### src/design/assert_macros.svh
// Assertion macros shared by the ARP cache RTL.
// Included by modules that check their own sequencing; no other dependencies.
`ifndef ASSERT_MACROS_SVH
`define ASSERT_MACROS_SVH
`ifndef SYNTHESIS
// Check a property on clk, disabled while rst_n is low.
`define ARPC_ASSERT(lbl, prop, msg) \
  lbl: assert property (@(posedge clk) disable iff (!rst_n) prop) else $error(msg);
// Check a property on clk, also during reset.
`define ARPC_ASSERT_ALWAYS(lbl, prop, msg) \
  lbl: assert property (@(posedge clk) prop) else $error(msg);
`else
`define ARPC_ASSERT(lbl, prop, msg)
`define ARPC_ASSERT_ALWAYS(lbl, prop, msg)
`endif
`endif

### src/design/arpc_pkg.sv
// Shared constants and types for the ARP cache table.
// No dependencies; used by arpc_store and arp_cache_table.
package arpc_pkg;

  localparam int CACHE_ENTRIES = 16;
  localparam int IDX_W  = (CACHE_ENTRIES > 1) ? $clog2(CACHE_ENTRIES) : 1;
  localparam int CNT_W  = $clog2(CACHE_ENTRIES + 1);
  localparam int IP_W   = 32;
  localparam int MAC_W  = 48;
  localparam int SLOT_W = 4;

  localparam logic MODE_LOOKUP = 1'b0;
  localparam logic MODE_LEARN  = 1'b1;

  // Write request into the entry store
  typedef struct packed {
    logic             en;
    logic [IDX_W-1:0] idx;
    logic [IP_W-1:0]  ip;
    logic [MAC_W-1:0] mac;
  } store_wr_t;

  // Registered read data from the entry store
  typedef struct packed {
    logic             valid;
    logic [IP_W-1:0]  ip;
    logic [MAC_W-1:0] mac;
  } store_rd_t;

endpackage

### src/design/arp_cache_table.sv
// Top level of the ARP cache table: scan sequencer, shared comparator, result register.
// Depends on arpc_pkg, arpc_store and assert_macros.svh.
//
// Usage:
//   Raise start with in_mode, in_protocol_address and in_hw_address; the
//   transaction is taken at a clock edge where start is high and busy is low.
//   Lookup (mode 0) returns the MAC of the lowest valid entry with that
//   address, or a miss. Learn (mode 1) stores the pair in the first slot that
//   is empty or holds that address; with none, slot 0 is overwritten and
//   out_replaced_full is set.
//   The sequencer reads one entry per cycle through the store's registered
//   read port and checks it in the next cycle with one 32-bit comparator.
//   A match ends the scan early; a miss or a full-table learn scans every
//   entry first. The result is registered onto the out_ ports. busy is high
//   for the scan; start is taken at the edge that ends the out_valid cycle,
//   so a new transaction can be accepted while out_valid is high.
//   out_valid is high for exactly one cycle and the receiver cannot stall.
//   Synchronous reset clears all valid bits and returns the sequencer to idle.
`include "assert_macros.svh"
module arp_cache_table (
  input  logic                         clk,
  input  logic                         rst_n,
  input  logic                         start,
  output logic                         busy,
  input  logic                         in_mode,
  input  logic [arpc_pkg::IP_W-1:0]    in_protocol_address,
  input  logic [arpc_pkg::MAC_W-1:0]   in_hw_address,
  output logic                         out_valid,
  output logic                         out_hit,
  output logic [arpc_pkg::MAC_W-1:0]   out_found_hw_address,
  output logic [arpc_pkg::SLOT_W-1:0]  out_slot,
  output logic                         out_replaced_full
);

  localparam logic ST_IDLE = 1'b0;
  localparam logic ST_SCAN = 1'b1;

  logic state_r, state_nxt;
  logic mode_r;
  logic [arpc_pkg::IP_W-1:0]  ip_r;
  logic [arpc_pkg::MAC_W-1:0] mac_r;
  logic [arpc_pkg::CNT_W-1:0] cnt_r, cnt_nxt;
  logic [arpc_pkg::IDX_W-1:0] cmp_idx_r;

  logic                        out_valid_r;
  logic                        out_hit_r;
  logic [arpc_pkg::MAC_W-1:0]  out_mac_r;
  logic [arpc_pkg::SLOT_W-1:0] out_slot_r;
  logic                        out_repl_r;

  logic accept;
  logic rd_en;
  logic cmp_live;
  logic scan_end;
  logic ip_eq;
  logic match;
  logic done;
  logic [arpc_pkg::IDX_W-1:0] fin_idx;
  arpc_pkg::store_wr_t wr;
  arpc_pkg::store_rd_t rd;

  assign accept   = start && (state_r == ST_IDLE);
  assign busy     = (state_r != ST_IDLE);
  assign rd_en    = (state_r == ST_SCAN) &&
                    (cnt_r < arpc_pkg::CNT_W'(arpc_pkg::CACHE_ENTRIES));
  assign cmp_live = (state_r == ST_SCAN) && (cnt_r != '0);
  assign scan_end = (state_r == ST_SCAN) &&
                    (cnt_r == arpc_pkg::CNT_W'(arpc_pkg::CACHE_ENTRIES));

  // Shared comparator and match rule per mode
  assign ip_eq = (rd.ip == ip_r);
  assign match = (mode_r == arpc_pkg::MODE_LEARN) ? (!rd.valid || ip_eq)
                                                  : (rd.valid && ip_eq);
  assign done    = (cmp_live && match) || scan_end;
  assign fin_idx = (cmp_live && match) ? cmp_idx_r : '0;

  // Write on a finished learn
  assign wr.en  = done && (mode_r == arpc_pkg::MODE_LEARN);
  assign wr.idx = fin_idx;
  assign wr.ip  = ip_r;
  assign wr.mac = mac_r;

  arpc_store u_store (
    .clk    (clk),
    .rst_n  (rst_n),
    .rd_en  (rd_en),
    .rd_idx (cnt_r[arpc_pkg::IDX_W-1:0]),
    .wr     (wr),
    .rd     (rd)
  );

  // Sequencer next state
  always_comb begin
    state_nxt = state_r;
    cnt_nxt   = cnt_r;
    case (state_r)
      ST_IDLE: begin
        if (start) begin
          state_nxt = ST_SCAN;
          cnt_nxt   = '0;
        end
      end
      ST_SCAN: begin
        if (done) begin
          state_nxt = ST_IDLE;
        end else begin
          cnt_nxt = cnt_r + arpc_pkg::CNT_W'(1);
        end
      end
      default: begin
        state_nxt = ST_IDLE;
      end
    endcase
  end

  always_ff @(posedge clk) begin
    if (!rst_n) begin
      state_r     <= ST_IDLE;
      cnt_r       <= '0;
      out_valid_r <= 1'b0;
    end else begin
      state_r     <= state_nxt;
      cnt_r       <= cnt_nxt;
      out_valid_r <= done;
    end
  end

  // Hold the transaction and track the entry under compare
  always_ff @(posedge clk) begin
    if (accept) begin
      mode_r <= in_mode;
      ip_r   <= in_protocol_address;
      mac_r  <= in_hw_address;
    end
    if (rd_en) begin
      cmp_idx_r <= cnt_r[arpc_pkg::IDX_W-1:0];
    end
  end

  // Register the result
  always_ff @(posedge clk) begin
    if (done) begin
      if (mode_r == arpc_pkg::MODE_LEARN) begin
        out_hit_r  <= 1'b1;
        out_mac_r  <= mac_r;
        out_slot_r <= arpc_pkg::SLOT_W'(fin_idx);
        out_repl_r <= !(cmp_live && match);
      end else if (cmp_live && match) begin
        out_hit_r  <= 1'b1;
        out_mac_r  <= rd.mac;
        out_slot_r <= arpc_pkg::SLOT_W'(cmp_idx_r);
        out_repl_r <= 1'b0;
      end else begin
        out_hit_r  <= 1'b0;
        out_mac_r  <= '0;
        out_slot_r <= '0;
        out_repl_r <= 1'b0;
      end
    end
  end

  assign out_valid            = out_valid_r;
  assign out_hit              = out_hit_r;
  assign out_found_hw_address = out_mac_r;
  assign out_slot             = out_slot_r;
  assign out_replaced_full    = out_repl_r;

  `ARPC_ASSERT(a_strobe_idle, out_valid |-> !busy, "result strobe while scanning")
  `ARPC_ASSERT(a_accept_busy, (start && !busy) |=> busy, "accepted transaction did not scan")
  `ARPC_ASSERT(a_strobe_after_scan, out_valid |-> $past(busy), "result strobe without scan")
  `ARPC_ASSERT(a_miss_zero, (out_valid && !out_hit) |-> (out_found_hw_address == '0 && out_slot == '0), "miss result not cleared")
  `ARPC_ASSERT(a_replace_slot0, (out_valid && out_replaced_full) |-> (out_hit && out_slot == '0), "replacement not in slot 0")

endmodule

### src/design/arpc_store.sv
// Entry store of the ARP cache: address and MAC memories plus valid bits.
// Depends on arpc_pkg; one write port and one registered read port.
module arpc_store (
  input  logic                      clk,
  input  logic                      rst_n,
  input  logic                      rd_en,
  input  logic [arpc_pkg::IDX_W-1:0] rd_idx,
  input  arpc_pkg::store_wr_t       wr,
  output arpc_pkg::store_rd_t       rd
);

  logic [arpc_pkg::IP_W-1:0]  ip_mem  [arpc_pkg::CACHE_ENTRIES];
  logic [arpc_pkg::MAC_W-1:0] mac_mem [arpc_pkg::CACHE_ENTRIES];
  logic [arpc_pkg::CACHE_ENTRIES-1:0] valid_r;
  arpc_pkg::store_rd_t rd_r;

  // Write address and MAC memories
  always_ff @(posedge clk) begin
    if (wr.en) begin
      ip_mem[wr.idx]  <= wr.ip;
      mac_mem[wr.idx] <= wr.mac;
    end
  end

  // Set valid bit on write, clear all at reset
  always_ff @(posedge clk) begin
    if (!rst_n) begin
      valid_r <= '0;
    end else if (wr.en) begin
      valid_r[wr.idx] <= 1'b1;
    end
  end

  // Register read data
  always_ff @(posedge clk) begin
    if (rd_en) begin
      rd_r.valid <= valid_r[rd_idx];
      rd_r.ip    <= ip_mem[rd_idx];
      rd_r.mac   <= mac_mem[rd_idx];
    end
  end

  assign rd = rd_r;

endmodule

### config.mk
export PLATFORM = sky130hd
export DESIGN_NAME = arp_cache_table
export DESIGN_NICKNAME = d
export VERILOG_FILES = /design/src/design/arpc_pkg.sv /design/src/design/arp_cache_table.sv /design/src/design/arpc_store.sv
export VERILOG_INCLUDE_DIRS = /design/src /design/src/design
export SDC_FILE = /design/constraint.sdc
export NUM_CORES = 1
export LEC_CHECK = 0
export CORE_MARGIN = 4
export CORE_UTILIZATION = 40
export CTS_CLUSTER_DIAMETER = 80
export DETAILED_ROUTE_END_ITERATION = 10
export DONT_BUFFER_PORTS = 1
export PLACE_DENSITY_LB_ADDON = 0.05
export SETUP_SLACK_MARGIN = 0.15
export SYNTH_ARGS = -nofsm -noshare
export SYNTH_HDL_FRONTEND = slang
export SYNTH_HIERARCHICAL = 1
export SYNTH_SLANG_ARGS = --single-unit
### constraint.sdc
create_clock -name clk -period 8.35 [get_ports clk]
set_input_delay 1.67 -clock clk [delete_from_list [all_inputs] [get_ports clk]]
set_output_delay 1.67 -clock clk [all_outputs]
set_load 0.02 [all_outputs]
==> flow_summary.json <==
{
  "status": "complete, no violations",
  "grt_pass1_wl_um": 198000,
  "ir_drop_mv": 0.190,
  "final_common_cell": "edfxtp_1",
  "num_io_pins": 140,
  "cp-endpoint": "u_store/ip_mem[4][8]",
  "synth_fp_nets": 2578,
  "placedCellCount": 4303,
  "fin_ws_ps": 2490,
  "cp-startpoint": "ip_r[27]",
  "r2r_slack_ps": 2490,
  "core_area_sq_um": 140000,
  "ys_seq_area_share_pct": 80.4,
  "clock_latency_ps": 780,
  "grt_pass1_vias": 27228,
  "die_w_um": 384,
  "path_buf_inv": 1,
  "cts_tree": "yes",
  "wire_per_inst_um": 29.6,
  "synth_cell_types": 39,
  "grtUsageTotal_pct": 18.7,
  "root_buffer": "clkbuf_16",
  "final_area_sq_um": 64400,
  "core.rowCount": 137,
  "ant_nets": 0,
  "synthTopCellsByArea": "edfxtp_1 (80%), mux4_2 (13%), a22oi_1 (2.1%)",
  "die_area_sq_um": 148000,
  "cellPowerDensity_nw_per_um2": 251,
  "path_max_fanout": 26,
  "grt_start_max_net_pins": 146,
  "power.leakage_nw": 19.7,
  "netlist_area_sq_um": 56600,
  "cts_resized": 0,
  "hold_class": "flop to flop",
  "drc": 0,
  "cp_top_family": "simple AND/OR/NAND/NOR gates",
  "path_clk_slew_ps": 60,
  "finalNonFillerCells": 4603,
  "drv_slew": 0,
  "fmaxAchievable_ghz": 0.171,
  "cp.required_ps": 8740,
  "path_depth": 9,
  "yosysWarningCount": 6,
  "syn_to_final_growth_pct": 13.8,
  "cp_cell_sequence": "xor2_1 -> nor4_1 -> nand4_1 -> or3_4 -> nor2b_4 -> nor2b_1 -> nand2b_1 -> nor2_4 -> buf_4",
  "async_flop_share_pct": 0,
  "final_cell_mix": "edfxtp_1 (1500), mux4_2 (324), clkbuf_16 (166)",
  "path_class": "flop to flop",
  "nNetsFinal": 2677,
  "antenna_found_initial": 15,
  "crit_path_start_kind": "flop",
  "synth_seq_cells": 1523,
  "relSlewSlack_pct": 20.0,
  "io_buffers": 0,
  "r2r_start": "ip_r[27]",
  "synth_edf_count": 1500,
  "drtIter0Drc": 2062,
  "layout-drive-gt1-share_pct": 23.9,
  "finalSetupViolCount": 0,
  "die_h_um": 384,
  "hold_violations": 0,
  "worst_path_max_delay_cell": "nor4_1",
  "netlist.area_leader.share_pct": 79.5,
  "dpl_cell_area_sq_um": 59200,
  "vias": 25456,
  "skew_ps": 26.8,
  "synth_cells": 2492,
  "synth_area_per_cell_sq_um": 22.7,
  "yosys.area.top_type": "edfxtp_1",
  "start_util_pct": 40.4,
  "first_pass_iters": 7,
  "dp_slack_ps": 2410,
  "tns_ps": 0,
  "reg2reg_depth": 9,
  "cts.sinks": 1523,
  "r2r_end": "u_store/ip_mem[4][8]",
  "grt_overflow": 0,
  "cp.arrival_ps": 6260,
  "htree_levels": 4,
  "post-route-min-period_ps": 5860,
  "post-route-period-util_pct": 70.2,
  "cts_buffers": 162,
  "gp_congestion": 0.693,
  "cap_violations": 0,
  "postCtsHoldBufs": 0,
  "routed_via_density": 5.53,
  "endpoint_kind": "flop",
  "ctsLongestPathBuffers": 3,
  "rsz0062_at_grt": "no",
  "worst-slew-pin-transition_ps": 1200,
  "dp.final_hpwl_um": 71200,
  "slowest_delay_ps": 850,
  "wl_um": 136000,
  "dominantRegCellSynth": "edfxtp_1",
  "post_cts_buffers": 0
}
==> cell type report <==
cell class                      count  area [sq um]
Fill cell                       11629         75600
Sequential cell                  1523         45500
Multi-Input combinational cell    792         10500
Clock buffer                      211          4380
Tap cell                         1876          2350
Clock inverter                     86           887
Timing Repair Buffer               62           641
Inverter                           50           188
Antenna cell                        3          7.51
==> Yosys cell counts (4+ instances only) <==
master	number
nor2b_1	11
nor3_1	5
a22oi_1	162
nor4_1	6
buf_2	27
o21a_1	16
inv_1	50
clkbuf_1	58
buf_4	11
nand3b_1	4
nand2_1	132
edfxtp_1	1500
mux4_2	324
nand2b_1	4
nor2_1	17
o31ai_1	48
xor2_1	31
buf_6	14
buf_1	17
dfxtp_1	23
==> where the power goes <==
| group | switching [mW] | leakage (nW) | total, mW | internal, mW |
|---|---|---|---|---|
| Sequential | 0.138 | 13.8 | 8.63 | 8.49 |
| Combinational | 0.254 | 3.42 | 0.485 | 0.230 |
| Clock | 2.91 | 2.57 | 7.09 | 4.17 |
==> worst reg2reg max path, cell delays in order, from the launching register on <==
cell and delay (ps):
edfxtp_1 610, xor2_1 260, nor4_1 850, nand4_1 220, or3_4 610, nor2b_4 250
nor2b_1 780, nand2b_1 450, nor2_4 810, buf_4 620
==> routing by layer <==
layer	share of wire [%]	track usage (%)	routed length (um)	vias up
met5	0.0095	0	13	-
met4	2.3	5.16	3110	2
met3	5.0	3.83	6760	214
met2	50	31.0	67800	644
met1	43	25.3	58600	13890
li1	-	-	-	10706
==> state kept, by name (all words and copies together), names as in the netlist <==
name / count
out_hit: 1
u_store/ip_mem: 512
out_found_hw_address: 48
busy: 1
mac_r: 48
out_valid: 1
u_store/valid_r: 16
mode_r: 1
cmp_idx_r: 4
out_slot: 4
ip_r: 32
cnt_r: 5
out_replaced_full: 1
u_store/rd: 81
u_store/mac_mem: 768
==> cell families (layout without fill, tap and decap cells) <==
kind of cell / after synthesis / after routing / share of synthesized area [%]
buf+inv: 177 / 409 / 1.49
fa+ha+maj: 2 / 2 / 0.0442
flops: 1523 / 1523 / 80.4
simple gates: 200 / 200 / 1.60
compound gates: 234 / 234 / 3.13
other cells: 0 / 3 / 0
mux: 324 / 324 / 12.9
xor+xnor: 32 / 32 / 0.495
==> stage by stage <==
stage | hold slack (ps) | power [mW] | util, %
6_report | 464 | 16.2 | 46.0
5_1_grt | 490 | 16.8 | 46.0
4_1_cts | 463 | 16.4 | 46.0
3_3_place_gp | 442 | 9.28 | 42.2
3_5_place_dp | 448 | 9.29 | 42.2
2_1_floorplan | 435 | 9.12 | -
==> how the worst min path moves through the flow <==
stage	from	end	slack [ps]	cells past startpoint
after floorplan	u_store/valid_r[10]	u_store/valid_r[10]	440	1
after global placement	u_store/valid_r[11]	u_store/valid_r[11]	440	1
after detailed placement	u_store/valid_r[14]	u_store/valid_r[14]	450	1
after CTS	u_store/valid_r[14]	u_store/valid_r[14]	460	1
after global routing	u_store/valid_r[10]	u_store/valid_r[10]	490	1
final	u_store/valid_r[14]	u_store/valid_r[14]	460	1
No activity file was read; power rests on OpenSTA's default activity.
